<file path="src/rtl/amrdf_pkg.sv">
// ============================================================================
// amrdf_pkg
// Shared types, constants and lookup tables of the AMR storage deframer.
// ============================================================================
package amrdf_pkg;

    typedef enum logic [1:0] {
        PH_MAGIC  = 2'd0,
        PH_HEADER = 2'd1,
        PH_BODY   = 2'd2,
        PH_STOP   = 2'd3
    } phase_t;

    typedef enum logic [2:0] {
        ST_MAGIC     = 3'd0,
        ST_OK        = 3'd1,
        ST_BADMAGIC  = 3'd2,
        ST_INVALID   = 3'd3,
        ST_UNDEFINED = 3'd4,
        ST_TRUNC     = 3'd5,
        ST_ENDED     = 3'd6
    } status_t;

    localparam int unsigned TDATA_W = 56;
    localparam int unsigned TUSER_W = 2;

    localparam logic [3:0]  MAGIC_NB_POS   = 4'd5;
    localparam logic [3:0]  MAGIC_LAST_POS = 4'd8;
    localparam logic [7:0]  CHAR_LF        = 8'h0A;
    // Table entries that mark a reserved frame type.
    localparam logic [5:0]  LEN_RESERVED   = 6'd63;
    localparam logic [5:0]  LEN_UNDEFINED  = 6'd0;
    localparam logic [5:0]  LEN_HEADER_ONLY = 6'd1;
    localparam logic [31:0] SPF_NB         = 32'd160;

    typedef struct packed {
        logic [7:0] data_byte;
        logic       stream_end;
    } in_item_t;

    typedef struct packed {
        logic        byte_valid;
        logic [7:0]  out_byte;
        logic        frame_first;
        logic        frame_last;
        logic [3:0]  frame_type;
        logic [5:0]  frame_length;
        logic [31:0] timestamp;
        logic        wideband;
        status_t     status;
    } result_t;

    // Expected magic byte at each position of "#!AMR-WB\n".
    function automatic logic [7:0] magic_char(input logic [3:0] pos);
        logic [7:0] c;
        case (pos)
            4'd0:    c = 8'h23;
            4'd1:    c = 8'h21;
            4'd2:    c = 8'h41;
            4'd3:    c = 8'h4D;
            4'd4:    c = 8'h52;
            4'd5:    c = 8'h2D;
            4'd6:    c = 8'h57;
            4'd7:    c = 8'h42;
            4'd8:    c = 8'h0A;
            default: c = 8'h00;
        endcase
        return c;
    endfunction

    // Frame length including the header byte, per frame type.
    function automatic logic [5:0] frame_len(input logic wide, input logic [3:0] ft);
        logic [5:0] n;
        if (wide) begin
            case (ft)
                4'd0:    n = 6'd18;
                4'd1:    n = 6'd24;
                4'd2:    n = 6'd33;
                4'd3:    n = 6'd37;
                4'd4:    n = 6'd41;
                4'd5:    n = 6'd47;
                4'd6:    n = 6'd51;
                4'd7:    n = 6'd59;
                4'd8:    n = 6'd61;
                4'd9:    n = 6'd6;
                4'd14:   n = 6'd1;
                4'd15:   n = 6'd1;
                default: n = LEN_UNDEFINED;
            endcase
        end else begin
            case (ft)
                4'd0:    n = 6'd13;
                4'd1:    n = 6'd14;
                4'd2:    n = 6'd16;
                4'd3:    n = 6'd18;
                4'd4:    n = 6'd20;
                4'd5:    n = 6'd21;
                4'd6:    n = 6'd27;
                4'd7:    n = 6'd32;
                4'd8:    n = 6'd6;
                4'd9:    n = LEN_RESERVED;
                4'd10:   n = LEN_RESERVED;
                4'd11:   n = LEN_RESERVED;
                4'd15:   n = 6'd1;
                default: n = LEN_UNDEFINED;
            endcase
        end
        return n;
    endfunction

endpackage

</file>
<file path="src/rtl/amrdf_in_stage.sv">
// ============================================================================
// amrdf_in_stage
// Input register: holds one request until the parser can take it.
// ============================================================================
module amrdf_in_stage (
    input  logic                aclk,
    input  logic                aresetn,
    input  logic                s_tvalid,
    output logic                s_tready,
    input  logic [7:0]          s_tdata,   // data_byte[7:0]
    input  logic                s_tlast,   // stream_end
    input  logic                advance,
    output logic                item_valid,
    output amrdf_pkg::in_item_t item
);
    import amrdf_pkg::*;

    logic     valid_reg;
    in_item_t item_reg;
    logic     load;

    assign s_tready   = !valid_reg || advance;
    assign load       = s_tvalid && s_tready;
    assign item_valid = valid_reg;
    assign item       = item_reg;

    always_ff @(posedge aclk) begin
        if (!aresetn) begin
            valid_reg <= 1'b0;
        end else if (load) begin
            valid_reg <= 1'b1;
        end else if (advance) begin
            valid_reg <= 1'b0;
        end
    end

    always_ff @(posedge aclk) begin
        if (load) begin
            item_reg.data_byte  <= s_tdata;
            item_reg.stream_end <= s_tlast;
        end
    end

endmodule

</file>
<file path="src/rtl/amrdf_core.sv">
// ============================================================================
// amrdf_core
// Magic matcher and frame parser: state registers and per-byte decode.
// ============================================================================
module amrdf_core (
    input  logic                aclk,
    input  logic                aresetn,
    input  logic                step,
    input  amrdf_pkg::in_item_t item,
    output amrdf_pkg::result_t  result
);
    import amrdf_pkg::*;

    phase_t      phase_reg,  phase_next;
    logic [3:0]  pos_reg,    pos_next;
    logic        wide_reg,   wide_next;
    logic [5:0]  left_reg,   left_next;
    logic [3:0]  type_reg,   type_next;
    logic [5:0]  len_reg,    len_next;
    logic [31:0] ts_reg,     ts_next;
    status_t     status_reg, status_next;

    logic [3:0]  hdr_type;
    logic [5:0]  hdr_len;
    logic        hdr_good;
    logic        magic_hit;
    logic        magic_nb_end;
    logic [5:0]  body_left;
    logic [31:0] ts_sum;

    assign hdr_type     = item.data_byte[6:3];
    assign hdr_len      = frame_len(wide_reg, hdr_type);
    assign hdr_good     = (hdr_len != LEN_RESERVED) && (hdr_len != LEN_UNDEFINED);
    assign magic_hit    = (item.data_byte == magic_char(pos_reg));
    assign magic_nb_end = (pos_reg == MAGIC_NB_POS) && (item.data_byte == CHAR_LF);
    assign body_left    = (left_reg != 6'd0) ? left_reg - 6'd1 : left_reg;
    // The timestamp advances by one frame's samples each time a frame completes.
    assign ts_sum       = ts_reg + (wide_reg ? (SPF_NB << 1) : SPF_NB);

    // Next-state logic.
    always_comb begin
        phase_next  = phase_reg;
        pos_next    = pos_reg;
        wide_next   = wide_reg;
        left_next   = left_reg;
        type_next   = type_reg;
        len_next    = len_reg;
        ts_next     = ts_reg;
        status_next = status_reg;
        if (step) begin
            case (phase_reg)
                PH_MAGIC: begin
                    if (magic_nb_end || (magic_hit && pos_reg == MAGIC_LAST_POS)) begin
                        wide_next   = !magic_nb_end;
                        status_next = ST_OK;
                        phase_next  = PH_HEADER;
                        if (item.stream_end) begin
                            status_next = ST_ENDED;
                            phase_next  = PH_STOP;
                        end
                    end else if (magic_hit) begin
                        pos_next = pos_reg + 4'd1;
                        if (item.stream_end) begin
                            status_next = ST_BADMAGIC;
                            phase_next  = PH_STOP;
                        end
                    end else begin
                        status_next = ST_BADMAGIC;
                        phase_next  = PH_STOP;
                    end
                end
                PH_HEADER: begin
                    if (hdr_len == LEN_RESERVED) begin
                        status_next = ST_INVALID;
                        phase_next  = PH_STOP;
                    end else if (hdr_len == LEN_UNDEFINED) begin
                        status_next = ST_UNDEFINED;
                        phase_next  = PH_STOP;
                    end else begin
                        type_next = hdr_type;
                        len_next  = hdr_len;
                        left_next = hdr_len - 6'd1;
                        if (hdr_len == LEN_HEADER_ONLY) begin
                            ts_next = ts_sum;
                            if (item.stream_end) begin
                                status_next = ST_ENDED;
                                phase_next  = PH_STOP;
                            end
                        end else begin
                            phase_next = PH_BODY;
                            if (item.stream_end) begin
                                status_next = ST_TRUNC;
                                phase_next  = PH_STOP;
                            end
                        end
                    end
                end
                PH_BODY: begin
                    left_next = body_left;
                    if (body_left == 6'd0) begin
                        ts_next    = ts_sum;
                        phase_next = PH_HEADER;
                        if (item.stream_end) begin
                            status_next = ST_ENDED;
                            phase_next  = PH_STOP;
                        end
                    end else if (item.stream_end) begin
                        status_next = ST_TRUNC;
                        phase_next  = PH_STOP;
                    end
                end
                default: begin
                end
            endcase
        end
    end

    // Result fields for the byte being taken.
    always_comb begin
        result          = '0;
        result.wideband = wide_next;
        result.status   = status_next;
        case (phase_reg)
            PH_HEADER: begin
                if (hdr_good) begin
                    result.byte_valid   = 1'b1;
                    result.out_byte     = item.data_byte;
                    result.frame_first  = 1'b1;
                    result.frame_last   = (hdr_len == LEN_HEADER_ONLY);
                    result.frame_type   = hdr_type;
                    result.frame_length = hdr_len;
                    result.timestamp    = ts_reg;
                end
            end
            PH_BODY: begin
                result.byte_valid   = 1'b1;
                result.out_byte     = item.data_byte;
                result.frame_last   = (body_left == 6'd0);
                result.frame_type   = type_reg;
                result.frame_length = len_reg;
                result.timestamp    = ts_reg;
            end
            default: begin
            end
        endcase
    end

    always_ff @(posedge aclk) begin
        if (!aresetn) begin
            phase_reg  <= PH_MAGIC;
            pos_reg    <= 4'd0;
            wide_reg   <= 1'b0;
            left_reg   <= 6'd0;
            type_reg   <= 4'd0;
            len_reg    <= 6'd0;
            ts_reg     <= 32'd0;
            status_reg <= ST_MAGIC;
        end else begin
            phase_reg  <= phase_next;
            pos_reg    <= pos_next;
            wide_reg   <= wide_next;
            left_reg   <= left_next;
            type_reg   <= type_next;
            len_reg    <= len_next;
            ts_reg     <= ts_next;
            status_reg <= status_next;
        end
    end

endmodule

</file>
<file path="src/rtl/amrdf_out_stage.sv">
// ============================================================================
// amrdf_out_stage
// Result register and packing of the result onto the master stream.
// ============================================================================
module amrdf_out_stage (
    input  logic                               aclk,
    input  logic                               aresetn,
    input  logic                               load,
    input  amrdf_pkg::result_t                 result,
    output logic                               can_load,
    output logic                               m_tvalid,
    input  logic                               m_tready,
    // out_byte[7:0], frame_type[11:8], frame_length[17:12], timestamp[49:18],
    // wideband[50], status[53:51], zero[55:54]
    output logic [amrdf_pkg::TDATA_W-1:0]      m_tdata,
    // byte_valid[0], frame_first[1]
    output logic [amrdf_pkg::TUSER_W-1:0]      m_tuser,
    output logic                               m_tlast    // frame_last
);
    import amrdf_pkg::*;

    logic    valid_reg;
    result_t data_reg;

    assign can_load = !valid_reg || m_tready;
    assign m_tvalid = valid_reg;
    assign m_tdata  = {2'b00, 3'(data_reg.status), data_reg.wideband, data_reg.timestamp,
                       data_reg.frame_length, data_reg.frame_type, data_reg.out_byte};
    assign m_tuser  = {data_reg.frame_first, data_reg.byte_valid};
    assign m_tlast  = data_reg.frame_last;

    always_ff @(posedge aclk) begin
        if (!aresetn) begin
            valid_reg <= 1'b0;
        end else if (load) begin
            valid_reg <= 1'b1;
        end else if (m_tready) begin
            valid_reg <= 1'b0;
        end
    end

    always_ff @(posedge aclk) begin
        if (load) begin
            data_reg <= result;
        end
    end

endmodule

</file>
<file path="src/rtl/amr_storage_deframer_unit.sv">
// ============================================================================
// amr_storage_deframer_unit
// AMR-NB/WB storage file deframer: magic check, frame split and timestamps.
// ============================================================================
// Path: s_ input register, parser, result register, m_. Throughput: one byte
// per cycle while m_tready drains the result register; the parser state updates
// between the input register and the result register.
// Reset: aresetn (synchronous, active low) returns the parser to reading the
// magic, clears the mode, counters and status, and empties both registers.
module amr_storage_deframer_unit (
    input  logic                          aclk,
    input  logic                          aresetn,
    input  logic                          s_tvalid,
    output logic                          s_tready,
    input  logic [7:0]                    s_tdata,   // data_byte[7:0]
    input  logic                          s_tlast,   // stream_end
    output logic                          m_tvalid,
    input  logic                          m_tready,
    // out_byte[7:0], frame_type[11:8], frame_length[17:12], timestamp[49:18],
    // wideband[50], status[53:51], zero[55:54]
    output logic [amrdf_pkg::TDATA_W-1:0] m_tdata,
    // byte_valid[0], frame_first[1]
    output logic [amrdf_pkg::TUSER_W-1:0] m_tuser,
    output logic                          m_tlast    // frame_last
);
    import amrdf_pkg::*;

    logic     advance;
    logic     item_valid;
    in_item_t item;
    logic     step;
    result_t  result;

    assign step = item_valid && advance;

    amrdf_in_stage u_in (
        .aclk       (aclk),
        .aresetn    (aresetn),
        .s_tvalid   (s_tvalid),
        .s_tready   (s_tready),
        .s_tdata    (s_tdata),
        .s_tlast    (s_tlast),
        .advance    (advance),
        .item_valid (item_valid),
        .item       (item)
    );

    amrdf_core u_core (
        .aclk    (aclk),
        .aresetn (aresetn),
        .step    (step),
        .item    (item),
        .result  (result)
    );

    amrdf_out_stage u_out (
        .aclk     (aclk),
        .aresetn  (aresetn),
        .load     (step),
        .result   (result),
        .can_load (advance),
        .m_tvalid (m_tvalid),
        .m_tready (m_tready),
        .m_tdata  (m_tdata),
        .m_tuser  (m_tuser),
        .m_tlast  (m_tlast)
    );

    // A passed frame byte only appears while parsing is healthy or just ended.
    a_byte_status: assert property (@(posedge aclk) disable iff (!aresetn)
        (m_tvalid && m_tuser[0]) |->
            (m_tdata[53:51] == ST_OK || m_tdata[53:51] == ST_TRUNC ||
             m_tdata[53:51] == ST_ENDED))
        else $error("frame byte reported with an error status");

    // Frame marks never appear on a dropped byte.
    a_marks_valid: assert property (@(posedge aclk) disable iff (!aresetn)
        (m_tvalid && (m_tuser[1] || m_tlast)) |-> m_tuser[0])
        else $error("frame mark on a byte that is not a frame byte");

    // A header that is also the last byte belongs to a one-byte frame.
    a_single_byte: assert property (@(posedge aclk) disable iff (!aresetn)
        (m_tvalid && m_tuser[1] && m_tlast) |-> (m_tdata[17:12] == LEN_HEADER_ONLY))
        else $error("first and last on a frame longer than one byte");

    // A byte taken by the parser always lands in the result register.
    a_step_lands: assert property (@(posedge aclk) disable iff (!aresetn)
        step |=> m_tvalid)
        else $error("parsed byte lost before the result register");

endmodule
</file>
<file path="config.mk">
export PLATFORM = sky130hd
export DESIGN_NAME = amr_storage_deframer_unit
export DESIGN_NICKNAME = d
export VERILOG_FILES = /design/src/rtl/amrdf_pkg.sv /design/src/rtl/amrdf_in_stage.sv /design/src/rtl/amrdf_core.sv /design/src/rtl/amrdf_out_stage.sv /design/src/rtl/amr_storage_deframer_unit.sv
export SDC_FILE = /design/constraint.sdc
export NUM_CORES = 1
export LEC_CHECK = 0
export ABC_CLOCK_PERIOD_IN_PS = 4700
export BUFFER_PORTS_ARGS = -buffer_cell sky130_fd_sc_hd__buf_2
export CORE_MARGIN = 5
export CORE_UTILIZATION = 57
export CTS_BUF_LIST = sky130_fd_sc_hd__clkbuf_8
export CTS_CLUSTER_DIAMETER = 80
export DETAILED_ROUTE_END_ITERATION = 6
export PLACE_DENSITY = 0.75
export SETUP_SLACK_MARGIN = 0.3
export SLEW_MARGIN = 10
export SYNTH_ARGS = -nofsm -noshare
export SYNTH_HDL_FRONTEND = slang
export SYNTH_SLANG_ARGS = --single-unit
</file>
<file path="constraint.sdc">
create_clock -name aclk -period 4.7 [get_ports aclk]
set_input_delay 0.47 -clock aclk [delete_from_list [all_inputs] [get_ports aclk]]
set_output_delay 0.47 -clock aclk [all_outputs]
set_load 0.01 [all_outputs]
</file>
# Word-level counts from Yosys, hierarchy flattened
# Memories as Yosys holds them, arrays and structs flattened. A register that Yosys moved wholly into a read port is not among the register bits.
# Index checks and enable logic that the tools add are counted.
[op_classes]
mux = 47
bitwise = 3
reduce_logical = 25
addsub = 4
n_eq_ne = 13
[ops]
columns = ["cell", "n"]
rows = [
  ["$mux W32", 4],
  ["$pmux W43 S2", 1],
  ["$pmux W32 S2", 1],
  ["$mux W53", 1],
  ["$mux W3", 11],
  ["$add A32 B32 Y32", 1],
  ["$mux W6", 4],
  ["$pmux W9 S2", 1],
  ["$mux W2", 8],
  ["$mux W4", 4],
  ["$logic_not A6 Y1", 2],
  ["$pmux W6 S2", 1],
  ["$reduce_and A4 Y1", 3],
  ["$reduce_bool A6 Y1", 2],
  ["$sub A6 B1 Y6 const B", 2],
  ["$mux W9", 1],
  ["$pmux W3 S3", 1],
  ["$eq A8 B4 Y1 const B", 1],
  ["$eq A8 B8 Y1", 1],
  ["$mux W1", 8],
  ["$eq A6 B1 Y1 const B", 1],
  ["$eq A6 B6 Y1 const B", 1],
  ["$ne A6 B6 Y1 const B", 1],
  ["$pmux W2 S3", 1],
  ["16 further kinds", 30],
]
[totals]
out_inout_bits = 61
mem_bits_ro = 304
inputBits = 13
word_cells = 116
register_bits = 126
n_memories = 3
[memory_table]
columns = ["memory", "depth", "word_bits", "read_ports", "rd_clocked_by_memory_dff", "write_ports", "line", "text"]
rows = [
  ["(name not given)", 16, 7, 1, 1, 0, "amrdf_pkg.sv:56", "case (pos)"],
  ["(name not given)", 16, 6, 1, 1, 0, "amrdf_pkg.sv:75", "case (ft)"],
  ["(name not given)", 16, 6, 1, 1, 0, "amrdf_pkg.sv:91", "case (ft)"],
]

# Logic depth before layout (Yosys ltp)
# Gate-level depths: netlist of run 1.
[logic_depth]
depth_word = 7
ltp_mapped = 14
ltp_nobuf = 13

# Hierarchy
# From an unflattened synthesis of run 1, not the netlist that was laid out.
[hier_totals]
hier_cells = 654
area_unflattened_um2 = 6700.2
[by_module_without_submodules]
columns = ["mod", "cells_per_inst", "seq_area_each_um2", "n_inst", "area_per_inst_um2"]
rows = [
  ["amrdf_core", 575, 1201.2, 1, 4586.9],
  ["amrdf_out_stage", 64, 1731.7, 1, 1779.2],
  ["amrdf_in_stage", 14, 290.3, 1, 327.8],
  ["amr_storage_deframer_unit", 1, 0.0, 1, 6.3],
]

# Worst setup path before layout of run 1
# No wires, ideal clock.
[synth_path]
kind = "in2reg"
start = "in m_tready"
end = "reg u_out.data_reg, in the netlist u_out.m_tdata[51] (data pin)"
setup_time_ns = 0.256
path_stages = 6
arrival_time_ns = 3.374
required_time_ns = 4.444
setup_slack_ns = 1.069
path_buffers = 0
path_cell_list = "nand2b_1 and2_0 nand2b_1 a21oi_1 o2111ai_1 o22a_1"
[synth_lines]
columns = ["item", "line", "text"]
rows = [
  ["start, declared", "amr_storage_deframer_unit.sv:18", "input logic m_tready,"],
  ["end signal, assigned", "amrdf_out_stage.sv:44", "data_reg <= result;"],
  ["end, declared", "amrdf_out_stage.sv:23", "result_t data_reg;"],
]

# Final worst setup path of run 1
[layout_path]
start = "reg u_core.wide_reg"
end = "reg u_core.type_reg[1]"
[layout_between]
elab_chain_cells = 4
elab_cells_between_ends = 6
cone_classes = "1 x eq/ne; 1 x mux; 2 x bitwise; 2 x reduce/logical"
[layout_lines]
columns = ["item", "line", "text"]
rows = [
  ["start, declared", "amrdf_core.sv:16", "logic wide_reg, wide_next;"],
  ["start signal, assigned", "amrdf_core.sv:161", "wide_reg <= wide_next;"],
  ["$mux W6 *", "amrdf_pkg.sv:74", "if (wide) begin"],
  ["via u_core.hdr_len[0]", "amrdf_core.sv:24", "logic [5:0] hdr_len;"],
  ["$eq A6 B6 Y1 or $logic_not A6 Y1 (tied branches)", "amrdf_core.sv:73, amrdf_core.sv:76", ""],
  ["$not A1 Y1 (no line)", "-", ""],
  ["$reduce_and A4 Y1 (no line) *", "-", ""],
  ["end signal, assigned", "amrdf_core.sv:163", "type_reg <= type_next;"],
  ["end, declared", "amrdf_core.sv:18", "logic [3:0] type_reg, type_next;"],
]
# Mark *: on every way through the listed nets, which the timed path passes. The rest lies on a longest branch.
# A chain may end at the register's enable or synchronous reset.

==> metrics.md, run 1 <==
| Metric | Value |
|---|---|
| Arrival time worst endpoint | `4.01 ns` |
| CTS buffer count | `17` |
| Starting density of the core | `58.3%` |
| Sequential power share | `50.3%` |
| Clock sinks | `135` |
| FF+latch count, synth | `135` |
| Outcome | `complete, no violations` |
| Final Cycle Share | `78.6%` |
| Non-filler instance count after layout | `909` |
| Vias in the first global route | `5191` |
| Clk_lat worst skew | `0.45 ns` |
| Sw power | `667 uW` |
| Die height | `121 um` |
| Peak VDD IR | `0.224 mV` |
| Power share of the combinational group | `12.7%` |
| Fmax | `0.271 GHz` |
| CP Class | `reg -> reg` |
| Placed cells | `877` |
| # nets final | `793` |
| CTS HTree Levels | `4` |
| GRT Util Overall | `21.6%` |
| Global-route wire length before repair | `25.2 mm` |
| Area growth syn-to-layout | `10.7%` |
| Initial antenna violation count | `0` |
| CP max FO | `16` |
| Layout Skew | `0.0131 ns` |
| Fraction of layout cells with a size suffix above 1 | `15.4%` |
| P_int | `1940 uW` |
| Vias | `5442` |
| Die X | `121 um` |
| Class of the worst hold path | `in -> reg` |
| Clock Path Buffers | `2` |
| Max-slew headroom | `29.4%` |
| Final core occ | `64.5%` |
| Final setup viols | `0` |
| CP dominant cell by count | `mux2i_1` |
| Fill count | `973` |
| Root buf cell | `clkbuf_8` |
| CTS tree | `done` |
| Max-cap violations | `0` |
| Ranking of synthesized cells by area | `edfxtp_1 26%, dfxtp_1 21%, ha_1 5.4%, a21oi_1 3.6%, and2_1 3.4%` |
| Most frequent cells in the layout | `74 x dfxtp_1, 66 x buf_2, 61 x edfxtp_1` |
| Wire length per cell | `17.0 um` |
| Avg Cell Area, Syn | `10.0 um^2` |
| Netlist Area Pre-Place | `7000 um^2` |
| Setup crit start kind | `flip-flop` |
| Die area | `14600 um^2` |
| Min cycle time layout | `3.69 ns` |
| Synthesized instance count | `699` |
| Post-synth EDFFs | `61` |
| Dominant synthesized flop cell | `dfxtp_1` |
| DR vias/cell | `5.99` |
| Clock power frac | `37.0%` |
| GRT Residual Overflow | `0` |
| Hold buffers post-CTS | `0` |
| Delay of the slowest cell on the worst path | `0.79 ns` |
| Least-Margin Pin Slew | `1.06 ns` |
| Antenna-violating nets left | `0` |
| Core area | `12000 um^2` |
| Critical path, cell by cell | `mux2i_1 -> inv_1 -> ha_1 -> and3_1 -> nand4_1 -> and4_1 -> and2_1 -> mux2i_1 -> nor2_1` |
| Pwr/cell area | `337 nW/um^2` |
| Slowest library cell on the worst path | `dfxtp_1` |
| Cell family with most CP delay | `simple AND/OR/NAND/NOR gates` |
| IO Port Bufs | `66` |
| Yosys cell types | `72` |
| CTS resizes | `0` |
| Ports | `74` |
| Final TNS setup | `0 ns` |
| Buffers & Inverters on Critical Path | `1` |
| Synth area leader | `edfxtp_1` |
| Hold WS | `0.192 ns` |
| Number of core rows | `40` |
| Endpoints failing hold | `0` |
| DP HPWL | `10.7 mm` |
| Max Slew Vio Count | `0` |
| DR pass1 iterations | `5` |
| Worst-path clk slew | `0.07 ns` |
| GPL Wtd Cong | `0.899` |
| CP endpoint kind | `flip-flop` |
| ANT cells | `0` |
| # Post-CTS Setup Buffers | `0` |
| Switching Fraction | `25.5%` |
| CP Data Required Time | `5.02 ns` |
| Yosys warning count | `0` |
| Post-synthesis sequential area ratio | `47.3%` |
| RSZ-0062 raised after global routing | `false` |
| Commonest non-fill, non-tap cell in the layout | `dfxtp_1` |
| DR DRC count | `0` |
| Initial DRC count | `398` |
| Fraction of registers with async set/reset | `0%` |
| Post-synth top area share | `26.2%` |
| Total Wirelength | `15.5 mm` |
| Largest net degree at the start of global routing | `52` |
| Leakage | `0.00296 uW` |
==> per-stage QoR <==
| step | power (uW) | setup slack [ns] | instance area, um^2 |
|---|---|---|---|
| after detailed placement | 1670 | 1.07 | 7350 |
| after floorplan | 1580 | 1.07 | 7020 |
| after CTS | 2620 | 1.07 | 7750 |
| after global placement | 1650 | 1.36 | 7350 |
| final | 2610 | 1.01 | 7750 |
| after global routing | 2720 | 0.732 | 7750 |
==> power by group through the flow <==
| stage | combinational [uW] | sequential [uW] | clock (uW) |
|---|---|---|---|
| after detailed placement | 326 | 1340 | 0 |
| after CTS | 328 | 1310 | 983 |
| after global routing | 363 | 1320 | 1040 |
| after floorplan | 238 | 1340 | 0 |
| final | 330 | 1310 | 967 |
| after global placement | 317 | 1340 | 0 |
==> path summary, 6_finish.rpt <==
kind	from	to	slack [ns]	cells after the start
worst min register to register	u_core.ts_reg[31]	u_core.ts_reg[31]	0.49	2
worst max-delay path	u_core.wide_reg	u_core.type_reg[1]	1.01	9
worst max register to register	u_core.wide_reg	u_core.type_reg[1]	1.01	9
worst min-delay path	s_tlast	u_in.item[0]	0.19	1
==> layer usage <==
metal	vias up	track usage, %	part of all wire, %
met5	-	0	0
met4	0	9.99	2.4
met3	36	5.10	4.9
met2	151	34.7	49
met1	2600	27.8	44
li1	2655	-	-
==> kinds of logic (layout without fill, tap and decap cells) <==
kind of cell / Yosys count / in the layout / share of synthesized area, %
other: 1 / 7 / 0.0536
adder cells (fa/ha/maj): 31 / 31 / 5.65
AO/OA/AOI/OAI: 159 / 159 / 15.1
multiplexers: 31 / 31 / 4.68
flip-flops: 135 / 135 / 47.3
AND/OR/NAND/NOR: 251 / 251 / 20.4
buffers and inverters: 75 / 132 / 4.72
XOR/XNOR: 16 / 16 / 2.00
==> cell type report <==
class / count / area (um^2) / share of cell area (%)
inverters: 30 / 113 / 1.45
multi-input cells: 495 / 3380 / 43.6
flip-flops and latches: 135 / 3310 / 42.8
repair buffers: 70 / 360 / 4.65
clock buffers: 20 / 275 / 3.55
well taps: 147 / 184 / 2.37
clock inverters: 12 / 124 / 1.60
==> synth_stat cells (8+ instances only) <==
library cell / count
dfxtp_1: 74
edfxtp_1: 61
a21oi_1: 50
nor2_1: 42
nand2_1: 40
and2_1: 38
clkbuf_1: 31
ha_1: 30
inv_1: 29
nand3_1: 24
o31ai_1: 23
mux2i_1: 21
or4_1: 19
o21ai_0: 18
nor2b_1: 15
and3_1: 12
nor3_1: 12
xor2_1: 12
nand2b_1: 11
nand4_1: 11
a211oi_1: 9
a22oi_1: 9
buf_4: 8
mux2_2: 8
==> worst register-to-register path: stages, from the launching register on <==
cell     delay [ns]
dfxtp_1        0.79
mux2i_1        0.55
inv_1          0.20
ha_1           0.25
and3_1         0.18
nand4_1        0.22
and4_1         0.45
and2_1         0.62
mux2i_1        0.25
nor2_1         0.06
(Power assumes the default switching activity.)
==> inputs of run 2 (changes only) <==
--- a/config.mk
+++ b/config.mk
@@ -5,10 +5,10 @@
 export SDC_FILE = /design/constraint.sdc
 export NUM_CORES = 1
 export LEC_CHECK = 0
-export ABC_CLOCK_PERIOD_IN_PS = 4700
+export ABC_CLOCK_PERIOD_IN_PS = 3300
 export BUFFER_PORTS_ARGS = -buffer_cell sky130_fd_sc_hd__buf_2
 export CORE_MARGIN = 5
-export CORE_UTILIZATION = 57
+export CORE_UTILIZATION = 55
 export CTS_BUF_LIST = sky130_fd_sc_hd__clkbuf_8
 export CTS_CLUSTER_DIAMETER = 80
 export DETAILED_ROUTE_END_ITERATION = 6
==> constraint.sdc (replaced) <==
create_clock -name aclk -period 3.3 [get_ports aclk]
set_input_delay 0.33 -clock aclk [delete_from_list [all_inputs] [get_ports aclk]]
set_output_delay 0.33 -clock aclk [all_outputs]
set_load 0.01 [all_outputs]
==> run 2 against run 1 <==
Routed wire length rose by 2.3%. Clock-buffer cell count is 3 lower. Non-clock buffer count increased by 10. Critical path type unchanged. Largest power group unchanged. Register-to-register slack got worse by 0.57 ns. Critical endpoint is now u_core.ts_reg[20]. Clock power rose by 34%. Via count rose by 1.9%. First-iteration DRC count increased by 13%. Cell area increased by 1.5%. Highest routed layer unchanged.
==> metrics.md, run 2 (synthesized netlist as in run 1, its figures left out) <==
| Metric | Value |
|---|---|
| Outcome | `complete, no violations` |
| Area growth syn-to-layout | `12.4%` |
| Fill count | `1031 (+6.0%)` |
| CP max FO | `26 (+10)` |
| Die height | `123 um (+1.7%)` |
| CP endpoint kind | `flip-flop` |
| Clk_lat worst skew | `0.46 ns (about the same)` |
| Vias | `5548 (+1.9%)` |
| Class of the worst hold path | `in -> reg` |
| Non-filler instance count after layout | `945 (+4.0%)` |
| Least-Margin Pin Slew | `1.12 ns (+0.0637 ns)` |
| Setup crit start kind | `flip-flop` |
| CP Class | `reg -> reg` |
| Global-route wire length before repair | `25.5 mm (+1.2%)` |
| Core area | `12600 um^2 (+4.6%)` |
| Vias in the first global route | `5278 (+1.7%)` |
| GRT Util Overall | `21.6% (-0.069 points)` |
| R2R cell count | `8 (-1)` |
| WHS Path Cells | `1 (unchanged)` |
| Max-cap violations | `0 (unchanged)` |
| CP Data Required Time | `3.69 ns (-1.33 ns)` |
| Min cycle time layout | `2.86 ns (-0.828 ns)` |
| Die area | `15100 um^2 (+3.3%)` |
| Area of the multi-input gates | `3400 um^2 (+0.74%)` |
| CTS HTree Levels | `4 (unchanged)` |
| Starting density of the core | `55.7% (-2.6 points)` |
| Placed cells | `910 (+3.8%)` |
| Total Wirelength | `15.8 mm (+2.3%)` |
| CTS buffer count | `17 (unchanged)` |
| Clock Path Buffers | `2 (unchanged)` |
| Commonest non-fill, non-tap cell in the layout | `dfxtp_1` |
| Worst-path clk slew | `0.08 ns (about the same)` |
| Clock sinks | `135 (unchanged)` |
| Leakage | `0.00300 uW (+1.2%)` |
| Arrival time worst endpoint | `3.25 ns (-0.76 ns)` |
| ANT cells | `0 (unchanged)` |
| Initial antenna violation count | `0 (unchanged)` |
| Fmax | `0.349 GHz (+29%)` |
| Initial DRC count | `448 (+13%)` |
| Ports | `74 (unchanged)` |
| Pwr/cell area | `467 nW/um^2 (+39%)` |
| CTS tree | `done` |
| Sequential Area | `3310 um^2 (about the same)` |
| Hold buffers post-CTS | `0 (unchanged)` |
| Max Slew Vio Count | `0 (unchanged)` |
| Most frequent cells in the layout | `73 x dfxtp_1, 66 x buf_2, 61 x edfxtp_1` |
| GPL Wtd Cong | `0.940 (+4.6%)` |
| Die X | `123 um (+1.7%)` |
| RSZ-0062 raised after global routing | `true` |
| Wire length per cell | `16.7 um (-1.6%)` |
| Peak VDD IR | `0.286 mV (+28%)` |
| Largest net degree at the start of global routing | `52 (unchanged)` |
| Critical path, cell by cell | `inv_1 -> ha_1 -> nor3b_2 -> or3_1 -> a311o_1 -> o21a_4 -> or4_1 -> a21oi_1` |
| DP HPWL | `11.0 mm (+2.3%)` |
| DR vias/cell | `5.87 (-1.9%)` |
| DR DRC count | `0 (unchanged)` |
| Endpoints failing hold | `0 (unchanged)` |
| Final TNS setup | `0 ns (unchanged)` |
| GRT Residual Overflow | `0 (unchanged)` |
| DR pass1 iterations | `6 (+1)` |
| # nets final | `804 (+1.4%)` |
| Number of core rows | `41 (+2.5%)` |
| IO Port Bufs | `66 (unchanged)` |
| Delay of the slowest cell on the worst path | `0.55 ns (-0.24 ns)` |
| Final setup viols | `0 (unchanged)` |
| Layout Skew | `0.0148 ns (+0.00164 ns)` |
| Fraction of layout cells with a size suffix above 1 | `17.9% (+2.5 points)` |
| Antenna-violating nets left | `0 (unchanged)` |
| Max-slew headroom | `25.2% (-4.2 points)` |
| Final Cycle Share | `86.8% (+8.2 points)` |
| Slowest library cell on the worst path | `or4_1` |
| Root buf cell | `clkbuf_8` |
[run 2: critical path: cells and delay by family (launching register included)]
family,cells,cell delay [ns]
buffers and inverters,1,0.14
flip-flops,1,0.41
AO/OA/AOI/OAI,3,0.90
adder cells (fa/ha/maj),1,0.25
AND/OR/NAND/NOR,3,1.08
[run 2: power by group]
| group | leakage (uW) | internal, uW | switching (uW) | total (uW) |
|---|---|---|---|---|
| Combinational | 0.00162 | 179 | 317 | 496 |
| Sequential | 0.00118 | 1820 | 53.0 | 1870 |
| Clock | 0.000198 | 659 | 644 | 1300 |
[run 2: final cells by class]
cell class	instances	share of cell area [%]
flip-flops and latches	135	42.1
multi-input cells	496	43.3
inverters	30	1.43
repair buffers	80	5.70
clock inverters	15	1.73
well taps	172	2.74
clock buffers	17	2.98
[run 2: layer usage]
layer,track usage (%),vias up,wire (um)
li1,-,2685,-
met1,26.5,2604,6520
met2,36.9,235,8020
met5,0,-,0
met4,8.12,0,257
met3,4.98,24,1020
[run 2: path summary, 6_finish.rpt]
| kind | from | endpoint | slack [ns] |
|---|---|---|---|
| setup / recovery | u_core.left_reg[0] | u_core.ts_reg[20] | 0.44 |
| hold / removal | s_tdata[2] | u_in.item[3] | 0.05 |
| setup reg to reg | u_core.left_reg[0] | u_core.ts_reg[20] | 0.44 |
| hold reg to reg | u_core.ts_reg[31] | u_core.ts_reg[31] | 0.48 |
[run 2: through the flow]
| stage | power (uW) | util (%) | cell area [um^2] | worst slack [ns] | hold WS, ns |
|---|---|---|---|---|---|
| CTS | 3670 | 62.2 | 7820 | 0.335 | 0.0191 |
| global route | 3830 | 62.6 | 7860 | 0.289 | 0.0144 |
| detailed placement | 2380 | 59.3 | 7450 | 0.371 | 0.473 |
| finish | 3670 | 62.6 | 7860 | 0.436 | 0.0474 |
| global placement | 2360 | 59.3 | 7450 | 0.415 | 0.455 |
| floorplan | 2250 | - | 7020 | 0.348 | 0.429 |
[run 2: what timing repair did]
| action | 4_1_cts | 5_1_grt |
|---|---|---|
| buffers inserted | 0 | 2 |
| setup endpoints to repair | 0 | 31 |
| gates resized for setup | 0 | 5 |
==> inputs of run 3 (changes only) <==
--- a/config.mk
+++ b/config.mk
@@ -12,7 +12,7 @@
 export CTS_BUF_LIST = sky130_fd_sc_hd__clkbuf_8
 export CTS_CLUSTER_DIAMETER = 80
 export DETAILED_ROUTE_END_ITERATION = 6
-export PLACE_DENSITY = 0.75
+export PLACE_DENSITY = 0.78
 export SETUP_SLACK_MARGIN = 0.3
 export SLEW_MARGIN = 10
 export SYNTH_ARGS = -nofsm -noshare
==> run 3 against run 2 <==
First-iteration DRC count up 6.7%. Sequential power barely moved. Global-route usage decreased by 0.21 points. Routed wire length barely moved. Core utilization increased by 0.59 points. Combinational power is essentially flat. Clock power increased by 8%. Worst setup slack got worse by 0.054 ns. Critical path depth is 2 higher. Register-to-register slack lost 0.05 ns. Cell area increased by 0.94%. Via count is 0.22% higher.
==> metrics.md, run 3 (synthesized netlist as in run 1, its figures left out) <==
| Metric | Value |
|---|---|
| Min cycle time layout | `2.92 ns (+0.0541 ns)` |
| Die X | `123 um (unchanged)` |
| CP Data Required Time | `3.71 ns (+0.02 ns)` |
| Wire length per cell | `16.6 um (-0.58%)` |
| Clk_lat worst skew | `0.46 ns (about the same)` |
| Largest net degree at the start of global routing | `52 (unchanged)` |
| Switching Fraction | `26.9% (-0.71 points)` |
| Clock sinks | `135 (unchanged)` |
| Max-slew headroom | `22.2% (-3.0 points)` |
| RSZ-0062 raised after global routing | `false` |
| R2R cell count | `10 (+2)` |
| RR Startpoint | `u_in.item[1]` |
| Leakage | `0.00302 uW (+0.78%)` |
| DP HPWL | `10.7 mm (-2.3%)` |
| Delay of the slowest cell on the worst path | `0.70 ns (+0.15 ns)` |
| CTS tree | `done` |
| Final Cell Area | `7940 um^2 (+0.94%)` |
| DR vias/cell | `5.85 (-0.31%)` |
| Area growth syn-to-layout | `13.4%` |
| Outcome | `complete, no violations` |
| Power share of the combinational group | `13.2% (-0.3 points)` |
| Die height | `123 um (unchanged)` |
| R2R setup slack | `0.38 ns (-0.05 ns)` |
| Max Slew Vio Count | `0 (unchanged)` |
| GPL Wtd Cong | `0.894 (-4.8%)` |
| Setup crit start kind | `flip-flop` |
| Fraction of layout cells with a size suffix above 1 | `18.5% (+0.66 points)` |
| Setup crit start | `u_in.item[1]` |
| Max-cap violations | `0 (unchanged)` |
| Initial antenna violation count | `0 (unchanged)` |
| IO Port Bufs | `66 (unchanged)` |
| Global-route wire length before repair | `25.5 mm (about the same)` |
| Sw power | `1010 uW (-0.22%)` |
| GRT Residual Overflow | `0 (unchanged)` |
| CTS buffer count | `17 (unchanged)` |
| Total power draw | `3760 uW (+2.4%)` |
| CP max FO | `6 (-77%)` |
| Fmax | `0.343 GHz (-1.9%)` |
| Worst-path clk slew | `0.08 ns (about the same)` |
| P_int | `2750 uW (+3.4%)` |
| Sequential power share | `49.6% (-1.4 points)` |
| Critical path, cell by cell | `or4b_2 -> nor3_2 -> nand4b_1 -> mux2_4 -> inv_1 -> ha_1 -> o21ai_0 -> a311o_1 -> a21oi_1 -> a31o_2` |
| # nets final | `809 (+0.62%)` |
| DR pass1 iterations | `5 (-1)` |
| ANT cells | `0 (unchanged)` |
| Commonest non-fill, non-tap cell in the layout | `dfxtp_1` |
| Endpoints failing hold | `0 (unchanged)` |
| DR DRC count | `0 (unchanged)` |
| Peak VDD IR | `0.420 mV (+47%)` |
| Final TNS setup | `0 ns (unchanged)` |
| Antenna-violating nets left | `0 (unchanged)` |
| Clock Path Buffers | `2 (unchanged)` |
| Vias | `5560 (+0.22%)` |
| Least-Margin Pin Slew | `1.17 ns (+0.0451 ns)` |
| GRT Util Overall | `21.4% (-0.21 points)` |
| Total Wirelength | `15.8 mm (about the same)` |
| Hold buffers post-CTS | `0 (unchanged)` |
| CP endpoint kind | `flip-flop` |
| Class of the worst hold path | `in -> reg` |
| CP Class | `reg -> reg` |
| Final Cycle Share | `88.4% (+1.6 points)` |
| Most frequent cells in the layout | `73 x dfxtp_1, 66 x buf_2, 61 x edfxtp_1` |
| Number of core rows | `41 (unchanged)` |
| Fill count | `990 (-4.0%)` |
| Arrival time worst endpoint | `3.33 ns (+0.08 ns)` |
| Initial DRC count | `478 (+6.7%)` |
| Final setup viols | `0 (unchanged)` |
| Die area | `15100 um^2 (unchanged)` |
| Slowest library cell on the worst path | `or4b_2` |
| Layout Skew | `0.0143 ns (-0.000442 ns)` |
| Vias in the first global route | `5396 (+2.2%)` |
| Pwr/cell area | `473 nW/um^2 (+1.5%)` |
| Core area | `12600 um^2 (unchanged)` |
| CTS HTree Levels | `4 (unchanged)` |
| Clock power frac | `37.1% (+1.6 points)` |
| Root buf cell | `clkbuf_8` |
| Ports | `74 (unchanged)` |
| DP Area | `7450 um^2 (about the same)` |
| Starting density of the core | `55.7% (unchanged)` |
[run 3: cell types whose count changed in the layout (fill, tap and decap cells not counted), sizes merged]
cell / delta
buf: +5
inv: -1
clkinvlp: +4
clkbuf: +4
clkinv: -7
[run 3: metrics by stage]
stage	worst slack (ns)	cells	util, %	hold WS [ns]
2_1_floorplan	0.348	705	-	0.429
3_3_place_gp	0.476	911	59.3	0.456
3_5_place_dp	0.358	911	59.3	0.470
4_1_cts	0.339	943	62.5	0.0220
5_1_grt	0.227	950	63.2	0.0118
6_report	0.382	950	63.2	0.0415
[run 3: timing repair]
item | in CTS | in global routing
gates resized for setup | 0 | 6
endpoints found under the setup margin | 0 | 25
setup buffers | 0 | 6
[run 3: area by class of cell]
cell class,instances,area [um^2],area share (%)
Tap cell,172,215,2.71
Multi-Input combinational cell,496,3410,43.0
Clock buffer,21,289,3.64
Sequential cell,135,3310,41.8
Timing Repair Buffer,85,473,5.96
Inverter,30,113,1.42
Clock inverter,11,123,1.54
[run 3: worst min-delay path by stage]
stage / startpoint / cells past startpoint / to / slack [ns]
floorplan: s_tlast / 0 / u_in.item[0] / 0.43
global placement: u_core.ts_reg[31] / 2 / u_core.ts_reg[31] / 0.46
detailed placement: u_core.ts_reg[31] / 2 / u_core.ts_reg[31] / 0.47
CTS: s_tdata[7] / 1 / u_in.item[8] / 0.02
global route: s_tdata[7] / 1 / u_in.item[8] / 0.01
finish: s_tdata[7] / 1 / u_in.item[8] / 0.04
[run 3: worst max-delay path: cells and delay by family, from the launching register on]
kind | cells | cell delay [ns]
simple gates | 3 | 1.14
compound gates | 4 | 0.67
flops | 1 | 0.42
mux | 1 | 0.38
fa+ha+maj | 1 | 0.18
buf+inv | 1 | 0.09
[run 3: routing by layer]
metal	up-vias	GRT usage (%)	part of all wire, %
met5	-	0	0
met1	2678	26.0	42
met2	158	36.0	50
met4	0	9.45	2.4
met3	31	5.02	5.2
li1	2693	-	-
[run 3: power groups by stage]
stage | registers, uW | logic [uW] | clock network, uW
after floorplan | 1910 | 339 | 0
after global placement | 1900 | 457 | 0
after detailed placement | 1900 | 475 | 0
after CTS | 1870 | 479 | 1420
after global routing | 1870 | 552 | 1500
final | 1870 | 497 | 1400
